**src/rtl/bmp_pkg.sv**
```systemverilog
// Shared types, constants and the colour palette ROM for the bar meter drawer.
// Depends on nothing; every other file in rtl uses it by scoped names.
`default_nettype none

package bmp_pkg;

  // Kinds of work that the front part hands to the back part.
  typedef enum logic [1:0] {
    KIND_PALETTE,
    KIND_TICK,
    KIND_SAMPLE
  } kind_e;

  // One queued word between front and back.
  typedef struct packed {
    kind_e       kind;
    logic [3:0]  bar;
    logic [2:0]  level;
  } entry_t;

  // Configuration registers as seen by the back part.
  typedef struct packed {
    logic [7:0] fill_hold;
    logic [7:0] peak_hold;
    logic [7:0] fill_period;
    logic [7:0] peak_period;
  } cfg_t;

  // Configuration register indexes.
  localparam logic [1:0] REG_FILL_HOLD   = 2'd0;
  localparam logic [1:0] REG_PEAK_HOLD   = 2'd1;
  localparam logic [1:0] REG_FILL_PERIOD = 2'd2;
  localparam logic [1:0] REG_PEAK_PERIOD = 2'd3;

  // Reset values of the registers and of the palette selector.
  localparam logic [7:0] FILL_HOLD_RST   = 8'd6;
  localparam logic [7:0] PEAK_HOLD_RST   = 8'd12;
  localparam logic [7:0] FILL_PERIOD_RST = 8'd3;
  localparam logic [7:0] PEAK_PERIOD_RST = 8'd10;
  localparam logic [1:0] PALETTE_RST     = 2'd2;

  // Geometry and fixed colours.
  localparam int unsigned ROWS        = 8;
  localparam int unsigned QUEUE_DEPTH = 2;
  localparam logic [2:0]  TOP_ROW     = 3'd7;
  localparam logic [23:0] PEAK_COLOUR = 24'hFF0000;

  // Palette ROM: colour as {red, green, blue} for a palette and a row.
  function automatic logic [23:0] palette_colour(logic [1:0] pal, logic [2:0] row);
    logic [23:0] c;
    c = 24'h000000;
    case ({pal, row})
      5'd0:  c = 24'h00FF00;
      5'd1:  c = 24'h00FF00;
      5'd2:  c = 24'h00FF00;
      5'd3:  c = 24'h00FF00;
      5'd4:  c = 24'h00FF00;
      5'd5:  c = 24'hFF8000;
      5'd6:  c = 24'hFF8000;
      5'd7:  c = 24'hFF0000;
      5'd8:  c = 24'h0000FF;
      5'd9:  c = 24'h2200DD;
      5'd10: c = 24'h4400BB;
      5'd11: c = 24'h660099;
      5'd12: c = 24'h990066;
      5'd13: c = 24'hBB0044;
      5'd14: c = 24'hDD0022;
      5'd15: c = 24'hFF0000;
      5'd16: c = 24'h00FF00;
      5'd17: c = 24'h00DD22;
      5'd18: c = 24'h00BB44;
      5'd19: c = 24'h009966;
      5'd20: c = 24'h007788;
      5'd21: c = 24'h0055AA;
      5'd22: c = 24'h0033CC;
      5'd23: c = 24'h0011EE;
      5'd24: c = 24'hB20E00;
      5'd25: c = 24'hBD2B00;
      5'd26: c = 24'hC84800;
      5'd27: c = 24'hD36400;
      5'd28: c = 24'hDE8100;
      5'd29: c = 24'hE99E00;
      5'd30: c = 24'hF4BA00;
      5'd31: c = 24'hFFD700;
      default: c = 24'h000000;
    endcase
    return c;
  endfunction

endpackage

`default_nettype wire

```
**src/rtl/bmp_front.sv**
```systemverilog
// Front part of the bar meter drawer: accepts input words and classifies them.
// Uses bmp_pkg for the queue word type; feeds bmp_queue.
`default_nettype none

module bmp_front #(
  parameter int unsigned NUM_BARS = 16
) (
  input  wire logic            in_valid_i,
  output logic                 in_stall_o,
  input  wire logic            cmd_i,
  input  wire logic [3:0]      bar_index_i,
  input  wire logic [7:0]      sample_level_i,
  input  wire logic            q_full_i,
  output logic                 q_push_o,
  output bmp_pkg::entry_t      q_entry_o
);

  logic accept;
  logic bar_ok;
  logic level_ok;

  // An input word is taken whenever the queue has room.
  assign in_stall_o = q_full_i;
  assign accept     = in_valid_i && !q_full_i;

  assign bar_ok   = ({1'b0, bar_index_i} < 5'(NUM_BARS));
  assign level_ok = (sample_level_i < 8'(bmp_pkg::ROWS));

  // Classify: palette advance, tick-only sample, or full sample. Samples for
  // bars that do not exist leave no trace and are not queued.
  always_comb begin
    q_entry_o.bar   = bar_index_i;
    q_entry_o.level = sample_level_i[2:0];
    if (cmd_i) begin
      q_entry_o.kind = bmp_pkg::KIND_PALETTE;
    end else if (level_ok) begin
      q_entry_o.kind = bmp_pkg::KIND_SAMPLE;
    end else begin
      q_entry_o.kind = bmp_pkg::KIND_TICK;
    end
    q_push_o = accept && (cmd_i || bar_ok);
  end

endmodule

`default_nettype wire

```
**src/rtl/bmp_queue.sv**
```systemverilog
// Two-word queue that decouples the front part from the back part.
// Uses bmp_pkg for the word type.
`default_nettype none

module bmp_queue (
  input  wire logic            clk_i,
  input  wire logic            rst_ni,
  input  wire logic            push_i,
  input  wire bmp_pkg::entry_t entry_i,
  output logic                 full_o,
  output logic                 valid_o,
  input  wire logic            pop_i,
  output bmp_pkg::entry_t      entry_o
);

  localparam int unsigned PtrW = $clog2(bmp_pkg::QUEUE_DEPTH);
  localparam int unsigned CntW = $clog2(bmp_pkg::QUEUE_DEPTH + 1);

  bmp_pkg::entry_t mem_q [bmp_pkg::QUEUE_DEPTH];
  logic [PtrW-1:0] wr_ptr_q;
  logic [PtrW-1:0] rd_ptr_q;
  logic [CntW-1:0] count_q;
  logic            do_push;
  logic            do_pop;

  assign full_o  = (count_q == CntW'(bmp_pkg::QUEUE_DEPTH));
  assign valid_o = (count_q != '0);
  assign entry_o = mem_q[rd_ptr_q];
  assign do_push = push_i && !full_o;
  assign do_pop  = pop_i && valid_o;

  // Storage words carry no reset.
  always_ff @(posedge clk_i) begin
    if (do_push) begin
      mem_q[wr_ptr_q] <= entry_i;
    end
  end

  // Pointers and fill count.
  always_ff @(posedge clk_i or negedge rst_ni) begin
    if (!rst_ni) begin
      wr_ptr_q <= '0;
      rd_ptr_q <= '0;
      count_q  <= '0;
    end else begin
      if (do_push) begin
        wr_ptr_q <= wr_ptr_q + PtrW'(1);
      end
      if (do_pop) begin
        rd_ptr_q <= rd_ptr_q + PtrW'(1);
      end
      if (do_push && !do_pop) begin
        count_q <= count_q + CntW'(1);
      end else if (do_pop && !do_push) begin
        count_q <= count_q - CntW'(1);
      end
    end
  end

endmodule

`default_nettype wire

```
**src/rtl/bmp_back.sv**
```systemverilog
// Back part of the bar meter drawer: per-bar level state, decay check and
// pixel output. Uses bmp_pkg for types, constants and the palette ROM.
`default_nettype none

module bmp_back #(
  parameter int unsigned NUM_BARS     = 16,
  parameter int unsigned NUM_PALETTES = 4
) (
  input  wire logic            clk_i,
  input  wire logic            rst_ni,
  input  wire bmp_pkg::cfg_t   cfg_i,
  input  wire logic            q_valid_i,
  input  wire bmp_pkg::entry_t q_entry_i,
  output logic                 q_pop_o,
  output logic                 out_valid_o,
  input  wire logic            out_stall_i,
  output logic                 tile_select_o,
  output logic [5:0]           led_number_o,
  output logic [7:0]           red_o,
  output logic [7:0]           green_o,
  output logic [7:0]           blue_o,
  output logic                 last_pixel_o
);

  localparam int unsigned BarW = (NUM_BARS > 1) ? $clog2(NUM_BARS) : 1;

  typedef enum logic [1:0] {
    S_IDLE,
    S_DIV,
    S_UPD,
    S_EMIT
  } state_e;

  state_e      state_q;

  // Per-bar state.
  logic [2:0]  fill_row_q  [NUM_BARS];
  logic [2:0]  peak_row_q  [NUM_BARS];
  logic [7:0]  fill_hold_q [NUM_BARS];
  logic [7:0]  peak_hold_q [NUM_BARS];
  logic [7:0]  fill_tick_q [NUM_BARS];
  logic [7:0]  peak_tick_q [NUM_BARS];
  logic [NUM_BARS-1:0] force_q;
  logic [1:0]  palette_q;

  // Word being worked on.
  logic [3:0]  cur_bar_q;
  logic [2:0]  cur_lvl_q;
  logic [7:0]  fill_dvd_q;
  logic [7:0]  peak_dvd_q;
  logic [7:0]  fill_rem_q;
  logic [7:0]  peak_rem_q;
  logic [2:0]  step_q;
  logic [2:0]  fill_cnt_q;
  logic [2:0]  peak_pos_q;
  logic [2:0]  row_q;

  // Output register.
  logic        out_valid_q;
  logic        tile_q;
  logic [5:0]  led_q;
  logic [23:0] rgb_q;
  logic        last_q;

  logic [BarW-1:0] qb;
  logic [BarW-1:0] cb;
  logic [8:0]  fill_sh;
  logic [8:0]  peak_sh;
  logic [7:0]  fill_rem_d;
  logic [7:0]  peak_rem_d;
  logic [1:0]  pal_sel;
  logic [2:0]  lvl_eff;
  logic [2:0]  fill_old;
  logic [2:0]  peak_old;
  logic [2:0]  fill_new;
  logic [2:0]  peak_new;
  logic [7:0]  fill_hold_new;
  logic [7:0]  peak_hold_new;
  logic        fill_tick_clr;
  logic        peak_tick_clr;
  logic        out_load;
  logic [23:0] fill_colour;

  assign qb = q_entry_i.bar[BarW-1:0];
  assign cb = cur_bar_q[BarW-1:0];

  assign q_pop_o  = (state_q == S_IDLE) && q_valid_i;
  assign out_load = !out_valid_q || !out_stall_i;

  // One restoring-division step for each remainder. A zero period subtracts
  // nothing, so the remainder ends as the tick itself.
  always_comb begin
    fill_sh = {fill_rem_q, fill_dvd_q[7]};
    peak_sh = {peak_rem_q, peak_dvd_q[7]};
    if (fill_sh >= {1'b0, cfg_i.fill_period}) begin
      fill_rem_d = 8'(fill_sh - {1'b0, cfg_i.fill_period});
    end else begin
      fill_rem_d = fill_sh[7:0];
    end
    if (peak_sh >= {1'b0, cfg_i.peak_period}) begin
      peak_rem_d = 8'(peak_sh - {1'b0, cfg_i.peak_period});
    end else begin
      peak_rem_d = peak_sh[7:0];
    end
  end

  // Palette selector reduced by the number of palettes fitted.
  always_comb begin
    pal_sel = palette_q;
    for (int k = 0; k < 3; k++) begin
      if ({1'b0, pal_sel} >= 3'(NUM_PALETTES)) begin
        pal_sel = pal_sel - 2'(NUM_PALETTES);
      end
    end
  end

  assign fill_colour = bmp_pkg::palette_colour(pal_sel, row_q);

  // Fill and peak update for the current bar.
  always_comb begin
    lvl_eff       = force_q[cb] ? bmp_pkg::TOP_ROW : cur_lvl_q;
    fill_old      = fill_row_q[cb];
    peak_old      = peak_row_q[cb];
    fill_new      = fill_old;
    peak_new      = peak_old;
    fill_hold_new = fill_hold_q[cb];
    peak_hold_new = peak_hold_q[cb];
    fill_tick_clr = 1'b0;
    peak_tick_clr = 1'b0;

    if (fill_old < lvl_eff) begin
      fill_new      = lvl_eff;
      fill_hold_new = cfg_i.fill_hold;
    end else if (fill_hold_q[cb] != 8'd0) begin
      fill_hold_new = fill_hold_q[cb] - 8'd1;
    end else if ((fill_old != 3'd0) && (fill_rem_q == 8'd0)) begin
      fill_new      = fill_old - 3'd1;
      fill_tick_clr = 1'b1;
    end

    if (peak_old <= fill_new) begin
      peak_new      = fill_new;
      peak_hold_new = cfg_i.peak_hold;
    end else if (peak_hold_q[cb] != 8'd0) begin
      peak_hold_new = peak_hold_q[cb] - 8'd1;
    end else if ((peak_old != 3'd0) && (peak_rem_q == 8'd0)) begin
      peak_new      = peak_old - 3'd1;
      peak_tick_clr = 1'b1;
    end
  end

  // Sequencer, per-bar state and output register.
  always_ff @(posedge clk_i or negedge rst_ni) begin
    if (!rst_ni) begin
      state_q     <= S_IDLE;
      for (int i = 0; i < NUM_BARS; i++) begin
        fill_row_q[i]  <= 3'd0;
        peak_row_q[i]  <= 3'd0;
        fill_hold_q[i] <= 8'd0;
        peak_hold_q[i] <= 8'd0;
        fill_tick_q[i] <= 8'd0;
        peak_tick_q[i] <= 8'd0;
      end
      force_q     <= '1;
      palette_q   <= bmp_pkg::PALETTE_RST;
      cur_bar_q   <= 4'd0;
      cur_lvl_q   <= 3'd0;
      fill_dvd_q  <= 8'd0;
      peak_dvd_q  <= 8'd0;
      fill_rem_q  <= 8'd0;
      peak_rem_q  <= 8'd0;
      step_q      <= 3'd0;
      fill_cnt_q  <= 3'd0;
      peak_pos_q  <= 3'd0;
      row_q       <= 3'd0;
      out_valid_q <= 1'b0;
      tile_q      <= 1'b0;
      led_q       <= 6'd0;
      rgb_q       <= 24'd0;
      last_q      <= 1'b0;
    end else begin
      // A taken output word leaves the register; while emitting, the next
      // pixel replaces it below.
      if (out_load && (state_q != S_EMIT)) begin
        out_valid_q <= 1'b0;
      end

      unique case (state_q)
        S_IDLE: begin
          if (q_valid_i) begin
            case (q_entry_i.kind)
              bmp_pkg::KIND_PALETTE: begin
                palette_q <= palette_q + 2'd1;
                force_q   <= '1;
              end
              bmp_pkg::KIND_TICK: begin
                fill_tick_q[qb] <= fill_tick_q[qb] + 8'd1;
                peak_tick_q[qb] <= peak_tick_q[qb] + 8'd1;
              end
              bmp_pkg::KIND_SAMPLE: begin
                fill_tick_q[qb] <= fill_tick_q[qb] + 8'd1;
                peak_tick_q[qb] <= peak_tick_q[qb] + 8'd1;
                fill_dvd_q      <= fill_tick_q[qb] + 8'd1;
                peak_dvd_q      <= peak_tick_q[qb] + 8'd1;
                fill_rem_q      <= 8'd0;
                peak_rem_q      <= 8'd0;
                step_q          <= 3'd0;
                cur_bar_q       <= q_entry_i.bar;
                cur_lvl_q       <= q_entry_i.level;
                state_q         <= S_DIV;
              end
              default: begin
              end
            endcase
          end
        end

        // Eight division steps give both tick remainders.
        S_DIV: begin
          fill_rem_q <= fill_rem_d;
          peak_rem_q <= peak_rem_d;
          fill_dvd_q <= {fill_dvd_q[6:0], 1'b0};
          peak_dvd_q <= {peak_dvd_q[6:0], 1'b0};
          step_q     <= step_q + 3'd1;
          if (step_q == 3'd7) begin
            state_q <= S_UPD;
          end
        end

        S_UPD: begin
          fill_row_q[cb]  <= fill_new;
          peak_row_q[cb]  <= peak_new;
          fill_hold_q[cb] <= fill_hold_new;
          peak_hold_q[cb] <= peak_hold_new;
          force_q[cb]     <= 1'b0;
          if (fill_tick_clr) begin
            fill_tick_q[cb] <= 8'd0;
          end
          if (peak_tick_clr) begin
            peak_tick_q[cb] <= 8'd0;
          end
          fill_cnt_q <= fill_new;
          peak_pos_q <= peak_new;
          row_q      <= 3'd0;
          state_q    <= S_EMIT;
        end

        // Fill pixels from the bottom row up, then the peak pixel.
        S_EMIT: begin
          if (out_load) begin
            out_valid_q <= 1'b1;
            tile_q      <= ~cur_bar_q[3];
            if (row_q < fill_cnt_q) begin
              led_q  <= {~row_q, cur_bar_q[2:0]};
              rgb_q  <= fill_colour;
              last_q <= 1'b0;
              row_q  <= row_q + 3'd1;
            end else begin
              led_q   <= {~peak_pos_q, cur_bar_q[2:0]};
              rgb_q   <= bmp_pkg::PEAK_COLOUR;
              last_q  <= 1'b1;
              state_q <= S_IDLE;
            end
          end
        end

        default: begin
          state_q <= S_IDLE;
        end
      endcase
    end
  end

  assign out_valid_o   = out_valid_q;
  assign tile_select_o = tile_q;
  assign led_number_o  = led_q;
  assign red_o         = rgb_q[23:16];
  assign green_o       = rgb_q[15:8];
  assign blue_o        = rgb_q[7:0];
  assign last_pixel_o  = last_q;

endmodule

`default_nettype wire

```
**src/rtl/bar_meter_peak_hold_led_drawer_unit.sv**
```systemverilog
// Bar meter drawer with peak hold: keeps a fill level and a peak marker for each
// bar and writes the matching pixels of two 8x8 LED tiles, one word per pixel.
// A level sample passes a two-word queue, is taken by the back part in its idle
// state and then runs the division steps of the two bit-serial remainder units
// that decide decay, an update step and then one pixel per cycle while the
// output is not stalled (fill rows plus the peak). Palette advances and samples
// that only count ticks are handled in the idle state of the back part; samples
// for bars that do not exist are dropped on entry. Input words are taken while
// the queue has room, also while pixels are still being written.
// Uses bmp_pkg, bmp_front, bmp_queue and bmp_back.
`default_nettype none

module bar_meter_peak_hold_led_drawer_unit #(
  parameter int unsigned NUM_BARS     = 16,
  parameter int unsigned NUM_PALETTES = 4
) (
  input  wire logic       clk_i,
  input  wire logic       rst_ni,
  // Configuration write channel.
  input  wire logic       cfg_valid_i,
  output logic            cfg_ready_o,
  input  wire logic [1:0] cfg_index_i,
  input  wire logic [7:0] cfg_data_i,
  // Input channel.
  input  wire logic       in_valid_i,
  output logic            in_stall_o,
  input  wire logic       cmd_i,
  input  wire logic [3:0] bar_index_i,
  input  wire logic [7:0] sample_level_i,
  // Pixel channel.
  output logic            out_valid_o,
  input  wire logic       out_stall_i,
  output logic            tile_select_o,
  output logic [5:0]      led_number_o,
  output logic [7:0]      red_o,
  output logic [7:0]      green_o,
  output logic [7:0]      blue_o,
  output logic            last_pixel_o
);

  bmp_pkg::cfg_t   cfg_q;
  bmp_pkg::entry_t push_entry;
  bmp_pkg::entry_t pop_entry;
  logic            q_push;
  logic            q_full;
  logic            q_valid;
  logic            q_pop;

  // Configuration registers; writes are always taken.
  assign cfg_ready_o = 1'b1;

  always_ff @(posedge clk_i or negedge rst_ni) begin
    if (!rst_ni) begin
      cfg_q.fill_hold   <= bmp_pkg::FILL_HOLD_RST;
      cfg_q.peak_hold   <= bmp_pkg::PEAK_HOLD_RST;
      cfg_q.fill_period <= bmp_pkg::FILL_PERIOD_RST;
      cfg_q.peak_period <= bmp_pkg::PEAK_PERIOD_RST;
    end else if (cfg_valid_i) begin
      unique case (cfg_index_i)
        bmp_pkg::REG_FILL_HOLD:   cfg_q.fill_hold   <= cfg_data_i;
        bmp_pkg::REG_PEAK_HOLD:   cfg_q.peak_hold   <= cfg_data_i;
        bmp_pkg::REG_FILL_PERIOD: cfg_q.fill_period <= cfg_data_i;
        bmp_pkg::REG_PEAK_PERIOD: cfg_q.peak_period <= cfg_data_i;
        default: begin
        end
      endcase
    end
  end

  // Front part: intake and classification.
  bmp_front #(
    .NUM_BARS (NUM_BARS)
  ) u_front (
    .in_valid_i     (in_valid_i),
    .in_stall_o     (in_stall_o),
    .cmd_i          (cmd_i),
    .bar_index_i    (bar_index_i),
    .sample_level_i (sample_level_i),
    .q_full_i       (q_full),
    .q_push_o       (q_push),
    .q_entry_o      (push_entry)
  );

  // Queue between the two parts.
  bmp_queue u_queue (
    .clk_i   (clk_i),
    .rst_ni  (rst_ni),
    .push_i  (q_push),
    .entry_i (push_entry),
    .full_o  (q_full),
    .valid_o (q_valid),
    .pop_i   (q_pop),
    .entry_o (pop_entry)
  );

  // Back part: level state and pixel writes.
  bmp_back #(
    .NUM_BARS     (NUM_BARS),
    .NUM_PALETTES (NUM_PALETTES)
  ) u_back (
    .clk_i         (clk_i),
    .rst_ni        (rst_ni),
    .cfg_i         (cfg_q),
    .q_valid_i     (q_valid),
    .q_entry_i     (pop_entry),
    .q_pop_o       (q_pop),
    .out_valid_o   (out_valid_o),
    .out_stall_i   (out_stall_i),
    .tile_select_o (tile_select_o),
    .led_number_o  (led_number_o),
    .red_o         (red_o),
    .green_o       (green_o),
    .blue_o        (blue_o),
    .last_pixel_o  (last_pixel_o)
  );

endmodule

`default_nettype wire
```
**config.mk**
```make
export PLATFORM = sky130hd
export DESIGN_NAME = bar_meter_peak_hold_led_drawer_unit
export DESIGN_NICKNAME = d
export VERILOG_FILES = /design/src/rtl/bmp_pkg.sv /design/src/rtl/bmp_front.sv /design/src/rtl/bmp_queue.sv /design/src/rtl/bmp_back.sv /design/src/rtl/bar_meter_peak_hold_led_drawer_unit.sv
export SDC_FILE = /design/constraint.sdc
export NUM_CORES = 2
export LEC_CHECK = 0
export ABC_AREA = 1
export BUFFER_PORTS_ARGS = -buffer_cell sky130_fd_sc_hd__buf_4
export CORE_ASPECT_RATIO = 0.6
export CORE_UTILIZATION = 60
export DETAILED_ROUTE_END_ITERATION = 16
export GPL_ROUTABILITY_DRIVEN = 0
export HOLD_SLACK_MARGIN = 0.08
export PLACE_DENSITY = 0.83
export SETUP_SLACK_MARGIN = 0.1
export SYNTH_ARGS = -nofsm -noshare
export SYNTH_HDL_FRONTEND = slang
export SYNTH_SLANG_ARGS = --single-unit
```
**constraint.sdc**
```tcl
create_clock -name clk_i -period 7.5 [get_ports clk_i]
set_input_delay 1.875 -clock clk_i [delete_from_list [all_inputs] [get_ports clk_i]]
set_output_delay 1.875 -clock clk_i [all_outputs]
set_load 0.005 [all_outputs]
```
==> key figures <==
Run status
  – Run status: complete, no violations

Yosys
  – Dominant synthesized flop cell: dfrtp_1
  – XOR/XNOR Fraction of Synth Area: 0.00534
  – Top cells by count, synth: 2,527 x nand2_1, 719 x dfrtp_1, 349 x o21ai_0
  – Mean post-synth cell area: around 7.6 um2
  – Cells after synthesis: 4,956
  – Synth Area in Compound Gates: 0.0914
  – Main combinational cell family by area after synthesis: simple AND/OR/NAND/NOR gates
  – Number of synthesized register bits: 762
  – Post-synth ARST share: 0.976
  – Synth top area share: 0.477
  – Mux cell area share after synthesis: 0.000265
  – Number of flops mapped to enable cells by yosys: 18
  – Sequential area share after synthesis: 0.509
  – Distinct cells, synth: 53
  – Syn Nets: around 5,000
  – Synth Area in Adders: 0.0167
  – Top post-synthesis cells by area: dfrtp_1 48%, nand2_1 25%, o21ai_0 4.6%
  – Simple-Gate Fraction of Synth Area: 0.318
  – Yosys warns: 0
  – Most numerous cell in the Yosys netlist: nand2_1
  – Mapped Area: approximately 0.038 mm2
  – Area leader, netlist: dfrtp_1

CTS
  – Post-CTS Resized: 0
  – Clk sinks: between 700 and 800
  – CTS buffer count: ~70
  – CTS root buf: clkbuf_16
  – # Post-CTS Setup Buffers: 0
  – CTS tree: built
  – Clock Pin Slew Worst Setup and Hold Paths: 70 ps
  – # H-tree levels: 3
  – Clock buffer depth: 3
  – Clock Latency Late Sink: 650 ps
  – Hold Buf Count CTS: 0

Worst setup path
  – Slowest cell on crit path: nand2_1
  – Crit-path most repeated cell: nand2_1
  – Worst EP arrival: 6980 ps
  – Worst EP required: between 7000 and 8000 ps
  – CP startpoint kind: flop
  – CP endpoint kind: flop
  – Crit path max fanout: 20
  – Critical path's largest stage delay: ~840 ps
  – CP startpoint: u_back.cb[1]
  – R2R Path Start: u_back.cb[1]
  – Kind of critical path: reg2reg

Floorplan
  – Starting Density: 0.613
  – Ports: 63
  – Core area: between 0.06 and 0.07 mm2
  – Die Span Y: roughly 200 um
  – Row Count: 70
  – Die area: 0.0639 mm2
  – Die Wd: between 300 and 400 um

Timing
  – Period utilisation layout: 0.870
  – RSZ-0062 raised after global routing: no
  – Final hold slack: about 470 ps
  – Final-report hold violation count: 0
  – Final count of pins violating max slew: 0
  – Setup TNS: 0 ps
  – Slew @ Worst Pin: around 1400 ps
  – Slew margin rel.: 0.0523
  – Max Freq: roughly 150 MHz
  – Setup violations, final: 0
  – Fin crit period: between 6000 and 7000 ps
  – Skew final: around 29 ps

Final layout
  – Area growth from synthesis to layout: 9.11%
  – Nets: approximately 5,000
  – Ant diodes: 0
  – Share of layout cells above drive strength 1: 0.0756

Pwr
  – VDD IR max: about 530 uV
  – Leakage power: 21.3 nW
  – Power Density: between 400 and 500 mW/mm2

Route
  – Pre-antenna DRT Iters: 7
  – Via/cell ratio: 6.08
  – Routed vias: 35,272
  – Iter 0 DRT Violations: 6,003
  – Detailed Route WL: between 100,000 and 150,000 um
  – DRC: 0
  – Post-DRT Antenna Nets: 0
  – WL per Instance: approximately 21 um

Flow run
  – Max Cap Viol: 0

Global route
  – Gr ovfl total: 0
  – Largest net degree at the start of global routing: roughly 180
  – First-pass GRT wire length: 189,000 um
  – Vias in the first global route: 32,989
  – Antenna violations before repair: 1
  – GRT Total Usage: 0.382

Placed design
  – IO Port Bufs: between 60 and 70
  – DP HPWL: roughly 78,000 um

Hold path
  – Min-Delay Path Class: reg2reg
  – Hold path startpoint: u_back.fill_tick_q[103]
==> per-layer routing <==
| metal | vias up | routed length, um | track usage |
|---|---|---|---|
| met5 | - | 16 | 0.00300 |
| met1 | 16561 | 49000 | 0.558 |
| met2 | 2726 | 46900 | 0.501 |
| met3 | 391 | 21500 | 0.167 |
| met4 | 2 | 4130 | 0.128 |
| li1 | 15592 | - | - |
==> worst paths after layout <==
check / end / slack, ps / cells past startpoint
max: u_back.peak_tick_q[92] / 970 / 28
min: u_back.fill_tick_q[103] / 470 / 2
max reg2reg: u_back.peak_tick_q[92] / 970 / 28
min reg2reg: u_back.fill_tick_q[103] / 470 / 2
max in group asynchronous: u_back.peak_dvd_q[6] / 4690 / 2
min in group asynchronous: u_back.fill_hold_q[17] / 1250 / 1
==> critical path: cells and delay by family (launching register included) <==
kind            cells  cell delay, ps
compound gates      4             790
simple gates       19            3660
flops               1             550
buf+inv             3             660
fa+ha+maj           2             640
==> power breakdown <==
| group | switching [mW] | internal (mW) | leakage, nW |
|---|---|---|---|
| registers | 0.741 | 5.31 | 10.1 |
| clock network | 1.69 | 2.37 | 1.27 |
| logic | 6.87 | 2.23 | 10.0 |
| total | 9.31 | 9.91 | 21.3 |
==> per-stage QoR <==
stage | setup WS, ps | cell area, um2 | utilization | cells | power, mW
final | 972 | 41100 | 0.669 | 5800 | 19.2
after floorplan | 3240 | 37700 | - | 4956 | 12.0
after global placement | 1610 | 38600 | 0.627 | 5673 | 14.4
after CTS | 1350 | 41100 | 0.669 | 5800 | 18.7
after detailed placement | 1450 | 38600 | 0.627 | 5673 | 14.6
after global routing | 643 | 41100 | 0.669 | 5800 | 20.1
==> state kept, by name, summed over array words and instances (netlist names), 16 cells and up, named ones only <==
| register | count |
|---|---|
| u_back.fill_hold_q | 128 |
| u_back.fill_tick_q | 128 |
| u_back.peak_hold_q | 128 |
| u_back.peak_tick_q | 128 |
| u_back.fill_row_q | 48 |
| u_back.peak_row_q | 48 |
| cfg_q | 32 |
| u_back.rgb_q | 20 |
| u_queue.mem_q | 18 |
| u_back.force_q | 16 |
==> logic make-up (layout without fill, tap and decap cells) <==
| group | after synthesis | after routing |
|---|---|---|
| simple gates | 2990 | 2990 |
| flops | 762 | 762 |
| mux | 1 | 1 |
| buf+inv | 504 | 520 |
| other cells | 1 | 1 |
| fa+ha+maj | 49 | 49 |
| xor+xnor | 23 | 23 |
| compound gates | 626 | 626 |
==> cells in the final DEF, fill, tap and decap left out, types with 11 or more instances in the layout <==
master,instances
nand2_1,2527
dfrtp_1,718
o21ai_0,348
inv_1,228
nand3_1,156
nor2_1,146
buf_4,132
o21ai_1,112
clkbuf_16,76
a22oi_1,75
nand4_1,73
ha_1,47
a21oi_1,37
nor2_2,31
dfstp_2,25
edfxtp_1,18
inv_2,15
xor2_1,15
clkinv_1,14
nand2_2,13
o22ai_1,13
a31oi_1,13
bufinv_16,12
nor3_1,11
==> final cells by class <==
cell class | instances | area [um2]
sequential | 762 | 19200
tap | 828 | 1040
multi-input combinational | 3690 | 16300
clock inverter | 33 | 504
timing repair buffer | 136 | 1070
inverter | 257 | 965
fill | 4916 | 20300
clock buffer | 94 | 2070
(Power assumes the default switching activity.)
